[config.mk]
export PLATFORM = sky130hd
export DESIGN_NAME = search_deadline_controller
export DESIGN_NICKNAME = d
export VERILOG_FILES = /design/src/hw/rtl/sdc_pkg.sv /design/src/hw/rtl/sdc_cfg_regs.sv /design/src/hw/rtl/sdc_core.sv /design/src/hw/rtl/search_deadline_controller.sv
export VERILOG_INCLUDE_DIRS = /design/src /design/src/hw/rtl
export SDC_FILE = /design/constraint.sdc
export NUM_CORES = 1
export LEC_CHECK = 0
export BUFFER_PORTS_ARGS = -buffer_cell sky130_fd_sc_hd__buf_4
export CORE_ASPECT_RATIO = 1.5
export CORE_MARGIN = 5
export CORE_UTILIZATION = 55
export CTS_BUF_LIST = sky130_fd_sc_hd__clkbuf_4 sky130_fd_sc_hd__clkbuf_8
export DETAILED_ROUTE_END_ITERATION = 16
export MAX_ROUTING_LAYER = met4
export PLACE_DENSITY = 0.85
export SKIP_CTS_REPAIR_TIMING = 1
export SLEW_MARGIN = 10
export SYNTH_ARGS = -nofsm -noshare
export SYNTH_HDL_FRONTEND = slang
export SYNTH_SLANG_ARGS = --single-unit
[constraint.sdc]
create_clock -name clk -period 5.1 [get_ports clk]
set_input_delay 0.51 -clock clk [delete_from_list [all_inputs] [get_ports clk]]
set_output_delay 0.51 -clock clk [all_outputs]
set_load 0.01 [all_outputs]
[src/hw/rtl/search_deadline_controller_macros.svh]
// Assertion helpers for the search deadline controller.
`ifndef SEARCH_DEADLINE_CONTROLLER_MACROS_SVH
`define SEARCH_DEADLINE_CONTROLLER_MACROS_SVH

// Same-cycle implication, off while reset is held.
`define SDC_ASSERT_NOW(lbl, clk, rst_n, ante, cons, msg) \
  lbl: assert property (@(posedge clk) disable iff (!rst_n) (ante) |-> (cons)) \
    else $error(msg);

// Next-cycle implication, off while reset is held.
`define SDC_ASSERT_NEXT(lbl, clk, rst_n, ante, cons, msg) \
  lbl: assert property (@(posedge clk) disable iff (!rst_n) (ante) |=> (cons)) \
    else $error(msg);

`endif

[src/hw/rtl/sdc_pkg.sv]
package sdc_pkg;

  // Event codes carried in func
  localparam logic [2:0] FUNC_TICK      = 3'd0;
  localparam logic [2:0] FUNC_ITER_DONE = 3'd1;
  localparam logic [2:0] FUNC_FAIL_LOW  = 3'd2;
  localparam logic [2:0] FUNC_FAIL_HIGH = 3'd3;
  localparam logic [2:0] FUNC_STOP      = 3'd4;
  localparam logic [2:0] FUNC_PONDERHIT = 3'd5;

  // Time control modes (code 3 runs as normal)
  localparam logic [1:0] MODE_UNLIMITED = 2'd0;
  localparam logic [1:0] MODE_FIXED     = 2'd1;
  localparam logic [1:0] MODE_NORMAL    = 2'd2;

  // Register indexes, one 64-bit slot each
  localparam int unsigned REG_IDX_W = 3;
  localparam int unsigned ADDR_W    = 6;
  localparam int unsigned DATA_W    = 64;
  localparam logic [REG_IDX_W-1:0] REG_MODE       = 3'd0;
  localparam logic [REG_IDX_W-1:0] REG_NODE_LIM_ON = 3'd1;
  localparam logic [REG_IDX_W-1:0] REG_NODE_LIMIT = 3'd2;
  localparam logic [REG_IDX_W-1:0] REG_BUDGET     = 3'd3;
  localparam logic [REG_IDX_W-1:0] REG_MIN_TIME   = 3'd4;
  localparam logic [REG_IDX_W-1:0] REG_MAX_TIME   = 3'd5;
  localparam logic [REG_IDX_W-1:0] REG_START_POND = 3'd6;

  localparam int unsigned TIME_W  = 32;
  localparam int unsigned NODE_W  = 48;
  // 0.7 of the budget: time*10 >= budget*7
  localparam int unsigned FRAC_W      = TIME_W + 4;
  localparam int unsigned TIME_SCALE  = 10;
  localparam int unsigned BUDGET_FRAC = 7;

  typedef enum logic [3:0] {
    PH_PONDER   = 4'b0001,
    PH_STANDARD = 4'b0010,
    PH_EXTENDED = 4'b0100,
    PH_FINISHED = 4'b1000
  } phase_t;

  typedef struct packed {
    logic [1:0]        mode;
    logic              node_limit_on;
    logic [NODE_W-1:0] node_limit;
    logic [TIME_W-1:0] budget_time;
    logic [TIME_W-1:0] min_time;
    logic [TIME_W-1:0] max_time;
  } cfg_t;

  typedef struct packed {
    logic wr;
    logic val;
  } pond_wr_t;

  typedef struct packed {
    logic finished;
  } status_t;

endpackage

[src/hw/rtl/sdc_cfg_regs.sv]
module sdc_cfg_regs (
  input  logic                        clk,
  input  logic                        rst_n,
  input  logic                        psel,
  input  logic                        penable,
  input  logic                        pwrite,
  input  logic [sdc_pkg::ADDR_W-1:0]  paddr,
  input  logic [sdc_pkg::DATA_W-1:0]  pwdata,
  output logic [sdc_pkg::DATA_W-1:0]  prdata,
  output sdc_pkg::cfg_t               cfg,
  output sdc_pkg::pond_wr_t           pond_wr
);

  logic                            wr_en;
  logic [sdc_pkg::REG_IDX_W-1:0]   reg_idx;
  sdc_pkg::cfg_t                   cfg_r;
  logic                            start_pond_r;

  assign wr_en   = psel && penable && pwrite;
  assign reg_idx = paddr[sdc_pkg::ADDR_W-1:3];

  always_ff @(posedge clk) begin
    if (!rst_n) begin
      cfg_r.mode          <= sdc_pkg::MODE_NORMAL;
      cfg_r.node_limit_on <= 1'b0;
      cfg_r.node_limit    <= '0;
      cfg_r.budget_time   <= '0;
      cfg_r.min_time      <= '0;
      cfg_r.max_time      <= '0;
      start_pond_r        <= 1'b0;
    end else if (wr_en) begin
      unique case (reg_idx)
        sdc_pkg::REG_MODE:        cfg_r.mode          <= pwdata[1:0];
        sdc_pkg::REG_NODE_LIM_ON: cfg_r.node_limit_on <= pwdata[0];
        sdc_pkg::REG_NODE_LIMIT:  cfg_r.node_limit    <= pwdata[sdc_pkg::NODE_W-1:0];
        sdc_pkg::REG_BUDGET:      cfg_r.budget_time   <= pwdata[sdc_pkg::TIME_W-1:0];
        sdc_pkg::REG_MIN_TIME:    cfg_r.min_time      <= pwdata[sdc_pkg::TIME_W-1:0];
        sdc_pkg::REG_MAX_TIME:    cfg_r.max_time      <= pwdata[sdc_pkg::TIME_W-1:0];
        sdc_pkg::REG_START_POND:  start_pond_r        <= pwdata[0];
        default: ;
      endcase
    end
  end

  always_comb begin
    unique case (reg_idx)
      sdc_pkg::REG_MODE:        prdata = sdc_pkg::DATA_W'(cfg_r.mode);
      sdc_pkg::REG_NODE_LIM_ON: prdata = sdc_pkg::DATA_W'(cfg_r.node_limit_on);
      sdc_pkg::REG_NODE_LIMIT:  prdata = sdc_pkg::DATA_W'(cfg_r.node_limit);
      sdc_pkg::REG_BUDGET:      prdata = sdc_pkg::DATA_W'(cfg_r.budget_time);
      sdc_pkg::REG_MIN_TIME:    prdata = sdc_pkg::DATA_W'(cfg_r.min_time);
      sdc_pkg::REG_MAX_TIME:    prdata = sdc_pkg::DATA_W'(cfg_r.max_time);
      sdc_pkg::REG_START_POND:  prdata = sdc_pkg::DATA_W'(start_pond_r);
      default:                  prdata = '0;
    endcase
  end

  assign cfg         = cfg_r;
  // Writing start_pondering also reloads the ponder state in the core
  assign pond_wr.wr  = wr_en && (reg_idx == sdc_pkg::REG_START_POND);
  assign pond_wr.val = pwdata[0];

endmodule

[src/hw/rtl/sdc_core.sv]
module sdc_core (
  input  logic                        clk,
  input  logic                        rst_n,
  input  sdc_pkg::cfg_t               cfg,
  input  sdc_pkg::pond_wr_t           pond_wr,
  input  logic                        step,
  input  logic [2:0]                  func,
  input  logic [sdc_pkg::TIME_W-1:0]  elapsed_ms,
  input  logic [sdc_pkg::NODE_W-1:0]  nodes_seen,
  output logic                        stop_nxt,
  output logic                        finished_nxt,
  output sdc_pkg::status_t            status
);

  sdc_pkg::phase_t phase_r, phase_nxt;
  logic stop_req_r, stop_req_nxt;
  logic first_done_r, first_done_nxt;
  logic iter_just_r, iter_just_nxt;
  logic fail_low_r, fail_low_nxt;
  logic fail_high_r, fail_high_nxt;
  logic pond_r, pond_nxt;

  logic [sdc_pkg::FRAC_W-1:0] time_x10;
  logic [sdc_pkg::FRAC_W-1:0] budget_x7;
  logic                       frac_hit;
  logic                       t_ge_min;
  logic                       t_ge_budget;
  logic                       t_ge_max;
  logic                       node_hit;
  logic                       halt;

  assign time_x10    = sdc_pkg::FRAC_W'(elapsed_ms) * sdc_pkg::FRAC_W'(sdc_pkg::TIME_SCALE);
  assign budget_x7   = sdc_pkg::FRAC_W'(cfg.budget_time)
                       * sdc_pkg::FRAC_W'(sdc_pkg::BUDGET_FRAC);
  assign frac_hit    = time_x10 >= budget_x7;
  assign t_ge_min    = elapsed_ms >= cfg.min_time;
  assign t_ge_budget = elapsed_ms >= cfg.budget_time;
  assign t_ge_max    = elapsed_ms >= cfg.max_time;
  assign node_hit    = cfg.node_limit_on && first_done_r && (nodes_seen >= cfg.node_limit);

  always_comb begin
    phase_nxt      = phase_r;
    stop_req_nxt   = stop_req_r;
    first_done_nxt = first_done_r;
    iter_just_nxt  = iter_just_r;
    fail_low_nxt   = fail_low_r;
    fail_high_nxt  = fail_high_r;
    pond_nxt       = pond_r;
    halt           = 1'b0;
    if (step) begin
      unique case (func)
        sdc_pkg::FUNC_TICK: begin
          unique case (cfg.mode)
            sdc_pkg::MODE_UNLIMITED: begin
              halt = stop_req_r || node_hit;
              if (halt) phase_nxt = sdc_pkg::PH_FINISHED;
            end
            sdc_pkg::MODE_FIXED: begin
              halt = stop_req_r || (t_ge_budget && first_done_r);
              if (halt) phase_nxt = sdc_pkg::PH_FINISHED;
            end
            default: begin
              unique case (phase_r)
                sdc_pkg::PH_STANDARD: begin
                  if (stop_req_r || (iter_just_r && t_ge_min && frac_hit)) begin
                    phase_nxt = sdc_pkg::PH_FINISHED;
                    halt      = 1'b1;
                  end else if (t_ge_budget) begin
                    if (fail_low_r || fail_high_r) begin
                      phase_nxt = sdc_pkg::PH_EXTENDED;
                    end else if (first_done_r) begin
                      phase_nxt = sdc_pkg::PH_FINISHED;
                      halt      = 1'b1;
                    end
                  end
                end
                sdc_pkg::PH_PONDER: begin
                  if (stop_req_r) begin
                    phase_nxt = sdc_pkg::PH_FINISHED;
                    halt      = 1'b1;
                  end else if (!pond_r) begin
                    phase_nxt = sdc_pkg::PH_STANDARD;
                  end
                end
                sdc_pkg::PH_EXTENDED: begin
                  if (stop_req_r || (t_ge_max && first_done_r) || iter_just_r) begin
                    phase_nxt = sdc_pkg::PH_FINISHED;
                    halt      = 1'b1;
                  end
                end
                default: halt = 1'b1;
              endcase
            end
          endcase
          iter_just_nxt = 1'b0;
        end
        sdc_pkg::FUNC_ITER_DONE: begin
          first_done_nxt = 1'b1;
          iter_just_nxt  = 1'b1;
          fail_low_nxt   = 1'b0;
          fail_high_nxt  = 1'b0;
        end
        sdc_pkg::FUNC_FAIL_LOW: begin
          fail_low_nxt  = 1'b1;
          fail_high_nxt = 1'b0;
        end
        sdc_pkg::FUNC_FAIL_HIGH: begin
          fail_low_nxt  = 1'b0;
          fail_high_nxt = 1'b1;
        end
        sdc_pkg::FUNC_STOP:      stop_req_nxt = 1'b1;
        sdc_pkg::FUNC_PONDERHIT: pond_nxt     = 1'b0;
        default: ;
      endcase
    end else if (pond_wr.wr) begin
      pond_nxt = pond_wr.val;
      if (phase_r == sdc_pkg::PH_PONDER || phase_r == sdc_pkg::PH_STANDARD) begin
        phase_nxt = pond_wr.val ? sdc_pkg::PH_PONDER : sdc_pkg::PH_STANDARD;
      end
    end
  end

  always_ff @(posedge clk) begin
    if (!rst_n) begin
      phase_r      <= sdc_pkg::PH_STANDARD;
      stop_req_r   <= 1'b0;
      first_done_r <= 1'b0;
      iter_just_r  <= 1'b0;
      fail_low_r   <= 1'b0;
      fail_high_r  <= 1'b0;
      pond_r       <= 1'b0;
    end else begin
      phase_r      <= phase_nxt;
      stop_req_r   <= stop_req_nxt;
      first_done_r <= first_done_nxt;
      iter_just_r  <= iter_just_nxt;
      fail_low_r   <= fail_low_nxt;
      fail_high_r  <= fail_high_nxt;
      pond_r       <= pond_nxt;
    end
  end

  assign stop_nxt        = halt;
  assign finished_nxt    = (phase_nxt == sdc_pkg::PH_FINISHED);
  assign status.finished = (phase_r == sdc_pkg::PH_FINISHED);

endmodule

[src/hw/rtl/search_deadline_controller.sv]
// Search deadline controller: tells an iterative-deepening search when to stop.
// Input channel (in_valid/in_stall): one event item per handshake - tick with
// elapsed ms and node count, iteration done, fail low, fail high, stop request
// or ponder hit. Every item yields exactly one result item on the output
// channel (out_valid/out_stall): out_stop_search and out_finished.
// Path: an accepted item is captured in the input register, is evaluated
// against the controller state and lands in the result register once that
// register is empty or drains; out_valid follows the result register.
// Throughput: one item per cycle while the receiver does not stall; the limit is
// the single state update per cycle between the input and result registers.
// When the receiver stalls, the result holds and one more item is taken into
// the input register; in_stall rises only when both registers are full.
// Reset (rst_n low at a clock edge, synchronous) empties both registers, loads
// the register defaults (normal mode, all times zero) and the standard phase.
// Configuration is an APB-style port with 64-bit registers at 8*index; write
// it only while no item is in flight.
`include "search_deadline_controller_macros.svh"

module search_deadline_controller (
  input  logic                        clk,
  input  logic                        rst_n,
  // event input
  input  logic                        in_valid,
  output logic                        in_stall,
  input  logic [2:0]                  in_func,
  input  logic [sdc_pkg::TIME_W-1:0]  in_elapsed_ms,
  input  logic [sdc_pkg::NODE_W-1:0]  in_nodes_seen,
  // result output
  output logic                        out_valid,
  input  logic                        out_stall,
  output logic                        out_stop_search,
  output logic                        out_finished,
  // configuration
  input  logic                        psel,
  input  logic                        penable,
  input  logic                        pwrite,
  input  logic [sdc_pkg::ADDR_W-1:0]  paddr,
  input  logic [sdc_pkg::DATA_W-1:0]  pwdata,
  output logic [sdc_pkg::DATA_W-1:0]  prdata,
  output logic                        pready
);

  sdc_pkg::cfg_t      cfg;
  sdc_pkg::pond_wr_t  pond_wr;
  sdc_pkg::status_t   status;

  // input register
  logic                        in_valid_r;
  logic [2:0]                  func_r;
  logic [sdc_pkg::TIME_W-1:0]  elapsed_r;
  logic [sdc_pkg::NODE_W-1:0]  nodes_r;

  // result register
  logic out_valid_r;
  logic stop_r;
  logic finished_r;

  logic advance;    // input register item moves into the result register
  logic stop_nxt;
  logic finished_nxt;

  assign pready   = 1'b1;
  assign advance  = in_valid_r && (!out_valid_r || !out_stall);
  // input register can take an item when empty or when it drains this cycle
  assign in_stall = in_valid_r && !advance;

  sdc_cfg_regs u_regs (
    .clk     (clk),
    .rst_n   (rst_n),
    .psel    (psel),
    .penable (penable),
    .pwrite  (pwrite),
    .paddr   (paddr),
    .pwdata  (pwdata),
    .prdata  (prdata),
    .cfg     (cfg),
    .pond_wr (pond_wr)
  );

  sdc_core u_core (
    .clk          (clk),
    .rst_n        (rst_n),
    .cfg          (cfg),
    .pond_wr      (pond_wr),
    .step         (advance),
    .func         (func_r),
    .elapsed_ms   (elapsed_r),
    .nodes_seen   (nodes_r),
    .stop_nxt     (stop_nxt),
    .finished_nxt (finished_nxt),
    .status       (status)
  );

  // input register: control reset, payload loads on accept
  always_ff @(posedge clk) begin
    if (!rst_n) begin
      in_valid_r <= 1'b0;
    end else if (!in_stall) begin
      in_valid_r <= in_valid;
    end
  end

  always_ff @(posedge clk) begin
    if (in_valid && !in_stall) begin
      func_r    <= in_func;
      elapsed_r <= in_elapsed_ms;
      nodes_r   <= in_nodes_seen;
    end
  end

  // result register: filled on advance, held while stalled
  always_ff @(posedge clk) begin
    if (!rst_n) begin
      out_valid_r <= 1'b0;
    end else if (advance) begin
      out_valid_r <= 1'b1;
    end else if (!out_stall) begin
      out_valid_r <= 1'b0;
    end
  end

  always_ff @(posedge clk) begin
    if (advance) begin
      stop_r     <= stop_nxt;
      finished_r <= finished_nxt;
    end
  end

  assign out_valid       = out_valid_r;
  assign out_stop_search = stop_r;
  assign out_finished    = finished_r;

  // finished is terminal until reset
  `SDC_ASSERT_NEXT(a_finished_sticky, clk, rst_n, status.finished, status.finished, "finished phase left")
  // a stop is only ever issued together with the finished phase
  `SDC_ASSERT_NOW(a_stop_implies_fin, clk, rst_n, out_valid && out_stop_search, out_finished, "stop result without finished")
  // once finished, every later result reports it
  `SDC_ASSERT_NEXT(a_fin_reported, clk, rst_n, status.finished && advance, out_valid && out_finished, "finished not reported")

endmodule
==> results.cfg, run 1 <==
[timing]
maxClockFrequency_ghz = 0.179
rsz0062_at_grt = yes
tightestPinTransition_ns = 1.15
period_minus_slack_ns = 5.58
setup_ws_ns = -0.482
drv_slew = 0
hold_violations = 0
skew_ns = 0.0297
setup_violations = 5
relSlewSlack_pct = 23.2
hold_slack_ns = 0.107
post-route-period-util_pct = 109

[setup_path]
crit_arrival_ns = 6.01
crit_path_start = u_regs.cfg[65]
crit_path_top_delay_cell = fa_1
cpPeakStageDelay_ns = 0.46
worstReg2RegStart = u_regs.cfg[65]
cp_max_fo = 3
path_common_cell = buf_4
required_ns = 5.53
endpoint_kind = flip-flop
startpoint_type = flip-flop
worstSetupPathType = flip-flop to flip-flop

[global_route]
grt_start_max_net_pins = 99
grt_use_met3_pct = 4.13
met2_usage_pct = 51.3
top_usage_layer = met2
first_global_vias = 16900
grt_pass1_wl_mm = 84.8
grtUsageMet1_pct = 33.4
antenna_found_initial = 2
grt.total_usage_pct = 29.7
overflow = 0

[cells_and_area]
fill_cells = 2475
areaGrowthSynthToFinish_pct = 23.0
drive_above_1_share_pct = 22.0
multi_input_area_sq_um = 11500
regArea_sq_um = 5770
instances_no_fill = 2820
nNetsFinal = 2836

[yosys]
syn_area_sq_um = 18000
synth_top_area_share_pct = 18.8
ys_warn_count = 0
ys_top_cells_by_count = 345 x nand2_1, 271 x ha_1, 175 x inv_1
yosysSeqAreaShare_pct = 31.9
ys_types = 81
yosys-top-cells-area = ha_1 19%, dfxtp_1 18%, edfxtp_1 14%
synthArstFlopShare_pct = 0
synth_top_area_cell = ha_1
synth_edf_count = 85
ys_ff_latch = 245
post-synth-top-count-cell = nand2_1
synthCells = 2016
syn_area_per_cell_sq_um = 8.94
ys.flop_type = dfxtp_1

[detailed_routing]
via_per_inst = 5.86
routed_wl_mm = 53.6
drt_iter0_markers = 997
dr.pass1.iters = 5
detail-route-antenna-nets = 0
via_count = 16500
route.detailed.drc = 0
wl_per_cell_microns = 19.0

[hold_path]
worstHoldStart = in_elapsed_ms[2]
hp-class = input port to flip-flop

[clock_tree]
cts_tree = done
htreeDepth = 2
cts_root_buffer = clkbuf_8
cts_sinks = 245
cts_buffer_depth = 3
cts_buffers = 39
clock_latency_ns = 0.57
clkTransAtPathRegs_ns = 0.07

[run_status]
status = finished with violations
violations = setup timing

[power_and_ir_drop]
p_sw_share_pct = 29.0
p_seq_share_pct = 43.0
pwr-share-comb_pct = 22.0
vdd_drop_max_mv = 0.198
power_density_nw_per_um2 = 222
clkPwrFrac_pct = 35.0
p_int_mw = 3.50
p_leak_nw = 9.46
p_sw_mw = 1.43
p_total_mw = 4.92

[die]
row_count = 81
die_w_microns = 158
die_y_microns = 232
die-area_sq_um = 36500
num_io_pins = 229
start_util_pct = 55.4
core_area_sq_um = 32500

[place]
place_congestion = 0.994
place_ws_ns = -0.733
dpl.hpwl_mm = 41.4
port_buffers = 192
dp_cells = 2739

[run]
cap_violations = 0
[metal layers]
metal,wire length [microns],vias to the layer above
met3,3550,208
li1,-,7830
met5,0,-
met1,20000,7802
met2,27000,681
met4,3020,0
[power by group through the flow]
stage / sequential (mW) / combinational, mW / clock (mW)
after global placement: 2.16 / 0.993 / 0
after global routing: 2.12 / 1.20 / 1.84
after CTS: 2.12 / 1.05 / 1.75
after detailed placement: 2.16 / 1.04 / 0
final: 2.12 / 1.08 / 1.72
after floorplan: 2.15 / 0.638 / 0
[critical path: cells and delay by family, from the launching register on]
family | cells | cell delay [ns]
AO/OA/AOI/OAI | 11 | 1.88
adder cells (fa/ha/maj) | 4 | 1.31
flip-flops | 1 | 0.36
XOR/XNOR | 1 | 0.13
buffers and inverters | 5 | 0.75
AND/OR/NAND/NOR | 7 | 1.03
[worst paths after layout]
kind | end | slack (ns) | cells after the start
max | out_finished | -0.48 | 28
min | elapsed_r[2] | 0.11 | 1
max reg2reg | out_finished | -0.48 | 28
min reg2reg | u_regs.cfg[138] | 0.47 | 2
[cell usage in the layout, fill, tap and decap left out, drive strengths merged, types with 22 or more instances in the layout]
master	synthesis	layout
a21boi	148	148
a21o	67	67
a21oi	102	102
a221o	33	33
a22o	31	31
buf	19	392
clkbuf	73	55
dfxtp	160	160
edfxtp	85	85
fa	33	33
ha	271	271
inv	175	176
nand2	345	345
nand4	31	31
nor2	65	65
nor2b	22	22
nor3	40	40
o21ai	67	67
xnor2	32	32
xor2	22	22
[layout make-up]
class | count | share of cell area, %
clock buffers | 55 | 3.02
repair buffers | 392 | 13.3
flip-flops and latches | 245 | 26.0
well taps | 415 | 2.34
diodes | 2 | 0.0226
inverters | 175 | 2.96
clock inverters | 17 | 0.508
multi-input cells | 1519 | 51.8
[cell families after synthesis]
logic type,Yosys count,synth area share (%)
buffers and inverters,267,5.92
xor gates and xnor gates,54,2.63
other,2,0.0417
DFF,245,31.9
adders and majority gates,304,22.5
AOI/OAI and AO/OA,551,21.9
muxes,8,0.451
and+or+nand+nor,585,14.6
[metrics by stage]
stage	TNS, ns	utilization [%]	instance area, sq um
finish	-1.77	68.1	22200
global route	-3.09	68.1	22200
CTS	-2.44	67.4	21900
detailed placement	-2.21	65.0	21200
global placement	-1.44	65.0	21200
floorplan	-0.0136	-	18100
[registers in the layout, summed over array words and instances (netlist names), 3 cells and up]
name            count
u_regs.cfg        147
nodes_r            48
elapsed_r          32
func_r              3
u_core.phase_r      4
(Power assumes the default switching activity.)
==> run 2, diff against run 1 <==
Settings changed: CTS_CLUSTER_DIAMETER set to 40.
Clock period 5.1 ns to 4.7 ns, I/O delays scaled along.
==> run 2 against run 1 <==
  * The flow still finishes with violations (setup timing)
  * Hold slack worse by 0.038 ns
  * Non-clock buffer count increased by 21
  * First-iteration DRC count is 7.2% higher
  * Highest routed layer unchanged
==> results.cfg, run 2 (synthesis results as in run 1) <==
[setup_path]
r2r_setup_slack_ns = -1.02
worstSetupPathType = flip-flop to flip-flop
required_ns = 5.01
cp_max_fo = 3
worstReg2RegStart = u_regs.cfg[64]
r2r_cells = 27
endpoint_kind = flip-flop
startpoint_type = flip-flop
crit_arrival_ns = 6.03
rr_endpoint = out_finished

[timing]
period_minus_slack_ns = 5.72
final.setup.tns_ns = -3.99
maxClockFrequency_ghz = 0.175
drv_slew = 0
rsz0062_at_grt = yes
post-route-period-util_pct = 122
relSlewSlack_pct = 16.6
hold_violations = 0
setup_violations = 5
tightestPinTransition_ns = 1.25
skew_ns = 0.0222
setup_ws_ns = -1.02

[clock_tree]
htreeDepth = 2
clock_latency_ns = 0.57
cts_sinks = 245
clkTransAtPathRegs_ns = 0.06
cts_tree = done
cts_root_buffer = clkbuf_8
cts_buffer_depth = 3
cts_buffers = 41

[run_status]
violations = setup timing
status = finished with violations

[detailed_routing]
routed_wl_mm = 54.0
via_count = 16700
detail-route-antenna-nets = 0
dr.pass1.iters = 5
route.detailed.drc = 0
wl_per_cell_microns = 19.0
drt_iter0_markers = 1069
via_per_inst = 5.86

[place]
dpl.hpwl_mm = 42.0
place_ws_ns = -1.03
dp_cells = 2761
place_congestion = 0.994
port_buffers = 192

[power_and_ir_drop]
p_int_mw = 3.98
p_sw_mw = 1.55
p_seq_share_pct = 41.6
vdd_drop_max_mv = 0.280
p_sw_share_pct = 28.0
clkPwrFrac_pct = 37.2
pwr-share-comb_pct = 21.2
p_leak_nw = 9.59
power_density_nw_per_um2 = 247

[die]
num_io_pins = 229
die_w_microns = 158
die-area_sq_um = 36500
core_area_sq_um = 32500
die_y_microns = 232
row_count = 81
start_util_pct = 55.4

[global_route]
overflow = 0
grt_pass1_wl_mm = 85.8
first_global_vias = 17300
grt_start_max_net_pins = 104
grt.total_usage_pct = 30.1
antenna_found_initial = 1

[cells_and_area]
nNetsFinal = 2859
final_cell_mix = 413 x buf_4, 343 x nand2_1, 268 x ha_1
instances_no_fill = 2840
fill_cells = 2470
largest_register_ffs = 147
layout_commonest_cell = buf_4
areaGrowthSynthToFinish_pct = 24.2
drive_above_1_share_pct = 22.5

[hold_path]
hp-class = input port to flip-flop
worstHoldEndpoint = elapsed_r[6]
worstHoldStart = in_elapsed_ms[6]
hold_depth = 1

[run]
cap_violations = 0
[run 2: cell types whose count changed in the layout (fill, tap and decap cells not counted), moves of 2 or more]
cell	change
buf_4	+21
a211oi_2	-2
clkbuf_8	+6
nand2_1	-2
a21oi_2	-2
nor4_1	+2
a211oi_1	+3
nand2_2	+2
nor3_1	+2
o21ai_1	-2
clkbuf_4	-4
clkinv_1	-4
bufinv_16	+2
[run 2: worst max-delay path, stage by stage, from the launching register on]
cell,delay (ns)
dfxtp_4,0.35
fa_1,0.48
ha_2,0.20
fa_2,0.34
a21o_1,0.17
a21oi_2,0.16
o21ai_1,0.06
and3b_1,0.19
o211ai_1,0.18
buf_4,0.17
o21ai_1,0.09
nor3_1,0.15
nor2_1,0.09
a21o_1,0.22
a21oi_2,0.16
xor2_1,0.19
ha_1,0.27
a21o_1,0.16
a21oi_1,0.15
nor2_1,0.06
a211oi_1,0.20
a31oi_1,0.16
a211oi_2,0.22
buf_4,0.18
a21oi_4,0.06
or4b_4,0.50
o21ai_2,0.09
and4bb_1,0.20
[run 2: through the flow]
| step | util (%) | area, sq um | hold slack (ns) | total power [mW] |
|---|---|---|---|---|
| after floorplan | - | 18200 | 0.443 | 3.03 |
| after global placement | 65.6 | 21300 | 0.451 | 3.44 |
| after detailed placement | 65.6 | 21300 | 0.459 | 3.48 |
| after CTS | 68.3 | 22200 | 0.0383 | 5.54 |
| after global routing | 68.8 | 22400 | 0.0446 | 5.78 |
| final | 68.8 | 22400 | 0.0694 | 5.52 |
[run 2: worst max-delay path by stage]
stage / startpoint / end / slack [ns]
after global routing: u_regs.cfg[64] / out_finished / -1.26
after global placement: u_regs.cfg[64] / out_finished / -0.88
after floorplan: u_regs.cfg[64] / out_finished / -0.40
after CTS: u_regs.cfg[64] / out_finished / -1.04
final: u_regs.cfg[64] / out_finished / -1.02
after detailed placement: u_regs.cfg[64] / out_finished / -1.03
[run 2: layer usage]
layer / wire length, microns / track usage, % / part of all wire [%]
met5: 0 / - / 0
met4: 3380 / 15.9 / 6.3
met3: 3880 / 4.86 / 7.2
met2: 26500 / 50.9 / 49
met1: 20200 / 33.8 / 37
[run 2: power groups by stage]
stage	Sequential [mW]	Clock, mW	Combinational [mW]
finish	2.30	2.06	1.17
global route	2.30	2.19	1.30
CTS	2.30	2.09	1.15
detailed placement	2.34	0	1.14
global placement	2.34	0	1.10
floorplan	2.33	0	0.692
[run 2: final cells by class]
class | instances | area, sq um | area share, %
clock inverter | 15 | 158 | 0.705
multi-input combinational | 1519 | 11400 | 51.1
timing repair buffer | 413 | 3100 | 13.9
clock buffer | 57 | 722 | 3.23
inverter | 175 | 657 | 2.94
antenna | 1 | 2.50 | 0.0112
tap | 415 | 519 | 2.32
sequential | 245 | 5770 | 25.8
